--- config.mk ---
export PLATFORM = sky130hd
export DESIGN_NAME = median5_outlier_ema_filter
export DESIGN_NICKNAME = d
export VERILOG_FILES = /design/src/rtl/m5f_pkg.sv /design/src/rtl/m5f_sorter.sv /design/src/rtl/m5f_ema.sv /design/src/rtl/median5_outlier_ema_filter.sv
export SDC_FILE = /design/constraint.sdc
export NUM_CORES = 2
export LEC_CHECK = 0
export ABC_AREA = 0
export BUFFER_PORTS_ARGS = -buffer_cell sky130_fd_sc_hd__buf_2
export CAP_MARGIN = 20
export CORE_MARGIN = 2
export CORE_UTILIZATION = 40
export DETAILED_ROUTE_END_ITERATION = 12
export PLACE_DENSITY = 0.65
export RECOVER_POWER = 50
export SLEW_MARGIN = 20
export SYNTH_ARGS = -nofsm -noshare
export SYNTH_HDL_FRONTEND = slang
export SYNTH_HIERARCHICAL = 1
export SYNTH_SLANG_ARGS = --single-unit
--- constraint.sdc ---
create_clock -name clk -period 23.3 [get_ports clk]
set_input_delay 2.33 -clock clk [delete_from_list [all_inputs] [get_ports clk]]
set_output_delay 2.33 -clock clk [all_outputs]
set_load 0.005 [all_outputs]
--- src/rtl/m5f_pkg.sv ---
package m5f_pkg;

    localparam int unsigned NUM_SAMPLES = 5;
    localparam int unsigned SAMPLE_W    = 16;
    localparam int unsigned COUNT_W     = 3;
    localparam int unsigned TOL_W       = 16;
    localparam int unsigned WEIGHT_W    = 17;
    localparam int unsigned CFG_IDX_W   = 1;
    // sort key: pad flag above the sample with its sign bit flipped
    localparam int unsigned KEY_W       = SAMPLE_W + 1;
    localparam int unsigned NUM_CMP     = 9;

    // five-input sorting network, comparators in dependency order
    localparam int unsigned CMP_LO [NUM_CMP] = '{0, 3, 2, 2, 1, 0, 0, 1, 1};
    localparam int unsigned CMP_HI [NUM_CMP] = '{1, 4, 4, 3, 4, 3, 2, 3, 2};

    localparam logic [CFG_IDX_W-1:0] REG_NOISE_TOL     = 1'b0;
    localparam logic [CFG_IDX_W-1:0] REG_SMOOTH_WEIGHT = 1'b1;

    localparam logic [TOL_W-1:0]    TOL_RESET    = '0;
    localparam logic [WEIGHT_W-1:0] WEIGHT_RESET = 17'h10000;

    typedef logic signed [SAMPLE_W-1:0] sample_t;
    typedef logic [KEY_W-1:0] key_t;
    typedef logic [NUM_SAMPLES-1:0][KEY_W-1:0] key_vec_t;
    typedef logic [NUM_SAMPLES-1:0][SAMPLE_W-1:0] sample_vec_t;

    typedef struct packed {
        logic    load;
        logic    use_median;
        sample_t median;
    } ema_req_t;

endpackage

--- src/rtl/m5f_sorter.sv ---
module m5f_sorter
    import m5f_pkg::*;
(
    input  key_vec_t keys,
    output key_vec_t sorted
);

    key_vec_t net [NUM_CMP+1];

    assign net[0] = keys;

    for (genvar k = 0; k < NUM_CMP; k++) begin : g_cmp
        always_comb
        begin
            net[k+1] = net[k];
            if (net[k][CMP_LO[k]] > net[k][CMP_HI[k]])
            begin
                net[k+1][CMP_LO[k]] = net[k][CMP_HI[k]];
                net[k+1][CMP_HI[k]] = net[k][CMP_LO[k]];
            end
        end
    end

    assign sorted = net[NUM_CMP];

endmodule

--- src/rtl/m5f_ema.sv ---
module m5f_ema
    import m5f_pkg::*;
(
    input  logic                clk,
    input  logic                rst_n,
    input  ema_req_t            req,
    input  logic [WEIGHT_W-1:0] weight,
    output sample_t             ema_value,
    output sample_t             ema_upd
);

    sample_t                      ema_reg;
    sample_t                      ema_next;
    logic signed [SAMPLE_W:0]     diff;
    logic signed [2*SAMPLE_W+1:0] prod;
    logic signed [SAMPLE_W+1:0]   sum;
    sample_t                      blended;

    // old + floor(w * (median - old) / 2^16)
    always_comb
    begin
        diff = {req.median[SAMPLE_W-1], req.median} - {ema_reg[SAMPLE_W-1], ema_reg};
        prod = $signed({1'b0, weight[WEIGHT_W-2:0]}) * diff;
        sum  = {{2{ema_reg[SAMPLE_W-1]}}, ema_reg} + prod[2*SAMPLE_W+1:SAMPLE_W];
        if (weight[WEIGHT_W-1])
            blended = req.median;
        else
            blended = sum[SAMPLE_W-1:0];
        ema_upd  = req.use_median ? blended : ema_reg;
        ema_next = req.load ? ema_upd : ema_reg;
    end

    always_ff @(posedge clk or negedge rst_n)
    begin
        if (!rst_n)
            ema_reg <= '0;
        else
            ema_reg <= ema_next;
    end

    assign ema_value = ema_reg;

endmodule

--- src/rtl/median5_outlier_ema_filter.sv ---
// median5_outlier_ema_filter
// pipeline: an accepted request passes through the input, median and result
// registers in turn; one request per cycle while out_ready does not stall, set by the
// average update loop through one 17x17 multiplier
// reset: empty pipeline, tolerance 0, weight 1.0, moving average 0
module median5_outlier_ema_filter
    import m5f_pkg::*;
(
    input  logic                 clk,
    input  logic                 rst_n,
    input  logic                 cfg_write,
    input  logic [CFG_IDX_W-1:0] cfg_index,
    input  logic [WEIGHT_W-1:0]  cfg_data,
    input  logic                 in_valid,
    output logic                 in_ready,
    input  sample_t              sample_0,
    input  sample_t              sample_1,
    input  sample_t              sample_2,
    input  sample_t              sample_3,
    input  sample_t              sample_4,
    input  logic [COUNT_W-1:0]   sample_count,
    output logic                 out_valid,
    input  logic                 out_ready,
    output sample_t              smoothed,
    output sample_t              median_value,
    output logic [SAMPLE_W-1:0]  spread,
    output logic                 outlier,
    output logic                 valid_res
);

    logic [TOL_W-1:0]    tol_reg;
    logic [WEIGHT_W-1:0] weight_reg;

    logic                in_v_reg;
    sample_vec_t         samp_reg;
    logic [COUNT_W-1:0]  cnt_reg;

    logic                mid_v_reg;
    sample_t             med_reg;
    logic [SAMPLE_W-1:0] spr_reg;
    logic                flag_reg;
    logic                vres_reg;

    logic                out_v_reg;
    sample_t             smooth_reg;
    sample_t             omed_reg;
    logic [SAMPLE_W-1:0] ospr_reg;
    logic                oflag_reg;
    logic                ovres_reg;

    logic                out_room;
    logic                mid_room;
    logic                mid_move;
    logic                in_move;

    logic [COUNT_W-1:0]  usable;
    key_vec_t            keys;
    key_vec_t            sorted;
    key_t                med_key;
    key_t                max_key;
    sample_t             med_val;
    sample_t             min_val;
    sample_t             max_val;
    logic [SAMPLE_W:0]   spr_full;
    sample_t             med_next;
    logic [SAMPLE_W-1:0] spr_next;
    logic                flag_next;
    logic                vres_next;

    ema_req_t            ema_req;
    sample_t             ema_value;
    sample_t             ema_upd;

    // pipeline flow control
    assign out_room = !out_v_reg || out_ready;
    assign mid_room = !mid_v_reg || out_room;
    assign mid_move = mid_v_reg && out_room;
    assign in_ready = !in_v_reg || mid_room;
    assign in_move  = in_v_reg && mid_room;

    // configuration registers
    always_ff @(posedge clk or negedge rst_n)
    begin
        if (!rst_n)
        begin
            tol_reg    <= TOL_RESET;
            weight_reg <= WEIGHT_RESET;
        end
        else if (cfg_write)
        begin
            case (cfg_index)
                REG_NOISE_TOL:     tol_reg    <= cfg_data[TOL_W-1:0];
                REG_SMOOTH_WEIGHT: weight_reg <= cfg_data;
                default: ;
            endcase
        end
    end

    // valid bits
    always_ff @(posedge clk or negedge rst_n)
    begin
        if (!rst_n)
        begin
            in_v_reg  <= 1'b0;
            mid_v_reg <= 1'b0;
            out_v_reg <= 1'b0;
        end
        else
        begin
            if (in_ready)
                in_v_reg <= in_valid;
            if (mid_room)
                mid_v_reg <= in_v_reg;
            if (out_room)
                out_v_reg <= mid_v_reg;
        end
    end

    // input register
    always_ff @(posedge clk)
    begin
        if (in_valid && in_ready)
        begin
            samp_reg <= {sample_4, sample_3, sample_2, sample_1, sample_0};
            cnt_reg  <= sample_count;
        end
    end

    // counts above five use all five samples; unused slots sort to the top
    always_comb
    begin
        usable = (cnt_reg > COUNT_W'(NUM_SAMPLES)) ? COUNT_W'(NUM_SAMPLES) : cnt_reg;
        for (int i = 0; i < NUM_SAMPLES; i++)
        begin
            keys[i] = {(COUNT_W'(i) >= usable), ~samp_reg[i][SAMPLE_W-1],
                       samp_reg[i][SAMPLE_W-2:0]};
        end
    end

    m5f_sorter u_sorter (
        .keys   (keys),
        .sorted (sorted)
    );

    always_comb
    begin
        case (usable)
            3'd1:    begin med_key = sorted[0]; max_key = sorted[0]; end
            3'd2:    begin med_key = sorted[1]; max_key = sorted[1]; end
            3'd3:    begin med_key = sorted[1]; max_key = sorted[2]; end
            3'd4:    begin med_key = sorted[2]; max_key = sorted[3]; end
            default: begin med_key = sorted[2]; max_key = sorted[4]; end
        endcase
        med_val  = {~med_key[SAMPLE_W-1], med_key[SAMPLE_W-2:0]};
        max_val  = {~max_key[SAMPLE_W-1], max_key[SAMPLE_W-2:0]};
        min_val  = {~sorted[0][SAMPLE_W-1], sorted[0][SAMPLE_W-2:0]};
        spr_full = {max_val[SAMPLE_W-1], max_val} - {min_val[SAMPLE_W-1], min_val};

        vres_next = (usable != '0);
        med_next  = vres_next ? med_val : '0;
        spr_next  = vres_next ? spr_full[SAMPLE_W-1:0] : '0;
        flag_next = vres_next && (tol_reg != '0) && (spr_full[SAMPLE_W-1:0] > tol_reg);
    end

    // median register
    always_ff @(posedge clk)
    begin
        if (in_move)
        begin
            med_reg  <= med_next;
            spr_reg  <= spr_next;
            flag_reg <= flag_next;
            vres_reg <= vres_next;
        end
    end

    assign ema_req.load       = mid_move;
    assign ema_req.use_median = vres_reg;
    assign ema_req.median     = med_reg;

    m5f_ema u_ema (
        .clk       (clk),
        .rst_n     (rst_n),
        .req       (ema_req),
        .weight    (weight_reg),
        .ema_value (ema_value),
        .ema_upd   (ema_upd)
    );

    // result register
    always_ff @(posedge clk)
    begin
        if (mid_move)
        begin
            smooth_reg <= ema_upd;
            omed_reg   <= med_reg;
            ospr_reg   <= spr_reg;
            oflag_reg  <= flag_reg;
            ovres_reg  <= vres_reg;
        end
    end

    assign out_valid    = out_v_reg;
    assign smoothed     = smooth_reg;
    assign median_value = omed_reg;
    assign spread       = ospr_reg;
    assign outlier      = oflag_reg;
    assign valid_res    = ovres_reg;

    // the average moves only when a request leaves the median stage
    a_ema_hold: assert property (@(posedge clk) disable iff (!rst_n)
        !mid_move |=> $stable(ema_value))
        else $error("moving average changed without a request");

    // an invalid result carries zero median, spread and flag
    a_invalid_zero: assert property (@(posedge clk) disable iff (!rst_n)
        (out_valid && !valid_res) |-> (median_value == '0 && spread == '0 && !outlier))
        else $error("invalid result with nonzero fields");

    // a flagged result has a nonzero spread and usable samples
    a_flag_spread: assert property (@(posedge clk) disable iff (!rst_n)
        (mid_v_reg && flag_reg) |-> (spr_reg != '0 && vres_reg))
        else $error("outlier flag without spread");

    // the result shows the average that the update left behind
    a_smooth_match: assert property (@(posedge clk) disable iff (!rst_n)
        mid_move |=> (smoothed == ema_value))
        else $error("result does not match stored average");

endmodule

==> results.py <==
metrics = {
    "logic_synthesis": {
        "yosysWarnings": 6,
        "syn_area_per_cell_um2": 8.797,
        "synth_cells": 3185,
        "synth_nets": 3833,
        "syn_area_um2": 28020,
    },
    "critical_path": {
        "crit_path_max_fanout": 67,
        "cp-end-kind": "flop",
        "crit_arrival_ps": 20780,
        "worstSetupPathType": "flop to flop",
        "start_kind": "flop",
        "crit_path_top_delay_cell": "nor2_1",
        "rr_worst_depth": 75,
        "max_stage_delay_ps": 960,
        "cp_data_required_time_ps": 23630,
        "cp_common_cell": "ha_1",
    },
    "timing": {
        "slew_viol_final": 168,
        "fin_setup_tns_ps": 0,
        "max_slew_margin": -1.053,
        "finClkSkew_ps": 19.35,
        "setup_violations": 0,
        "timing.fmax_mhz": 48.89,
        "min_period_over_period": 0.8778,
        "worst_slew_pin_slew_ps": 3080,
        "min_period_ps": 20450,
        "finalHoldViolCount": 0,
        "rsz0062_at_grt": "no",
    },
    "placed_design": {
        "place_congestion": 1.053,
        "port_buffers": 157,
        "dp.cells": 4185,
        "dp_hpwl_um": 72740,
    },
    "global_route": {
        "use_met3": 0.02685,
        "met1_usage": 0.3086,
        "grt_antenna_before_repair": 1,
        "busiest_layer": "met2",
        "grt.overflow.total": 0,
        "grt_pass1_wl_um": 134800,
        "grt_max_degree": 68,
        "grt_use_met2": 0.4256,
        "grt_pass1_vias": 22718,
        "grt_util_all_layers": 0.2468,
    },
    "cts": {
        "cts_root_buf": "clkbuf_16",
        "ctsResizeCount": 0,
        "cts_made_buffers": 27,
        "postCtsSetupRepairBufs": 0,
        "cts_hold_buf": 0,
        "cts_buffer_depth": 3,
        "path_clk_slew_ps": 60,
        "h-tree-depth": 1,
        "clk_latency_ps": 580,
        "cts_tree": "yes",
        "cts_sinks": 219,
    },
    "run": {
        "cap_violations": 5,
    },
    "detailed_routing": {
        "drc": 0,
        "wl_um": 89500,
        "firstDrtPassIters": 6,
        "drtIter0Drc": 1950,
        "vias": 23370,
        "post_drt_wl_per_cell_um": 21.13,
        "ant_nets": 0,
        "viasPerCell": 5.517,
    },
    "status": {
        "violations": "max-capacitance violations, max-slew violations",
        "status": "complete, but fails checks",
    },
    "floorplan": {
        "dieArea_um2": 72180,
        "die_w_um": 268.7,
        "die_y_um": 268.7,
        "std_cell_rows": 97,
        "core-area_um2": 69660,
        "pin_count": 158,
        "start_util": 0.4022,
    },
    "layout": {
        "syn_to_final_growth_pct": 9.788,
        "fill_cells": 6953,
        "multiInputGateArea_um2": 19480,
        "final_cells": 4236,
        "largest_reg_flops": 75,
        "regArea_um2": 6317,
        "final_net_count": 3922,
        "drive_gt1_frac": 0.1144,
    },
    "hold_path": {
        "hold_depth": 0,
        "hold_class": "flop to flop",
    },
}
[area by class of cell]
| cell class | count | share of cell area |
|---|---|---|
| Antenna cell | 1 | 0.00008135 |
| Clock buffer | 31 | 0.02343 |
| Clock inverter | 19 | 0.007647 |
| Inverter | 458 | 0.05589 |
| Multi-Input combinational cell | 2365 | 0.6331 |
| Sequential cell | 219 | 0.2054 |
| Tap cell | 940 | 0.03823 |
| Timing Repair Buffer | 203 | 0.03624 |
[critical path, delay by kind of cell, from the launching register on]
family	cells	cell delay, ps
AND/OR/NAND/NOR	25	6820
AO/OA/AOI/OAI	32	7460
flip-flops	1	370
adder cells (fa/ha/maj)	8	2410
buffers and inverters	8	2010
multiplexers	2	1030
[metal layers]
layer	up-vias	wire length, µm
li1	11093	-
met1	11201	36590
met2	860	42760
met3	216	5194
met4	0	4955
met5	-	0
[path summary, 6_finish.rpt]
path	endpoint	from	slack, ps
min in group asynchronous	weight_reg[3]	rst_n	2860
max reg2reg	flag_reg	cnt_reg[0]	2850
min	spread[1]	spr_reg[1]	420
max in group asynchronous	u_ema/ema_value[9]	rst_n	18690
max	flag_reg	cnt_reg[0]	2850
min reg2reg	spread[1]	spr_reg[1]	420
[stage by stage]
step	utilization	hold WS, ps	worst slack [ps]	instance area, µm²
2_1_floorplan	-	400.3	6805	28020
3_3_place_gp	0.4280	402.4	3302	29820
3_5_place_dp	0.4280	404.5	3149	29820
4_1_cts	0.4418	419.7	3057	30770
5_1_grt	0.4415	432.3	1670	30760
6_report	0.4416	419.9	2847	30760
[layout by cell type, fill, tap and decap left out, drive strengths merged, types with 38 or more instances in the layout]
cell type,instances
inv,464
nand2,392
ha,331
fa,211
a21oi,206
buf,196
o21ai,196
nor2,168
edfxtp,167
mux2i,90
and2,90
nor2b,64
mux2,57
a211oi,54
dfrtp,51
a21o,50
xnor2,38
clkbuf,38
Power is not shown: default switching activity piles up to over one toggle a cycle in this logic, so the estimate is an artifact.
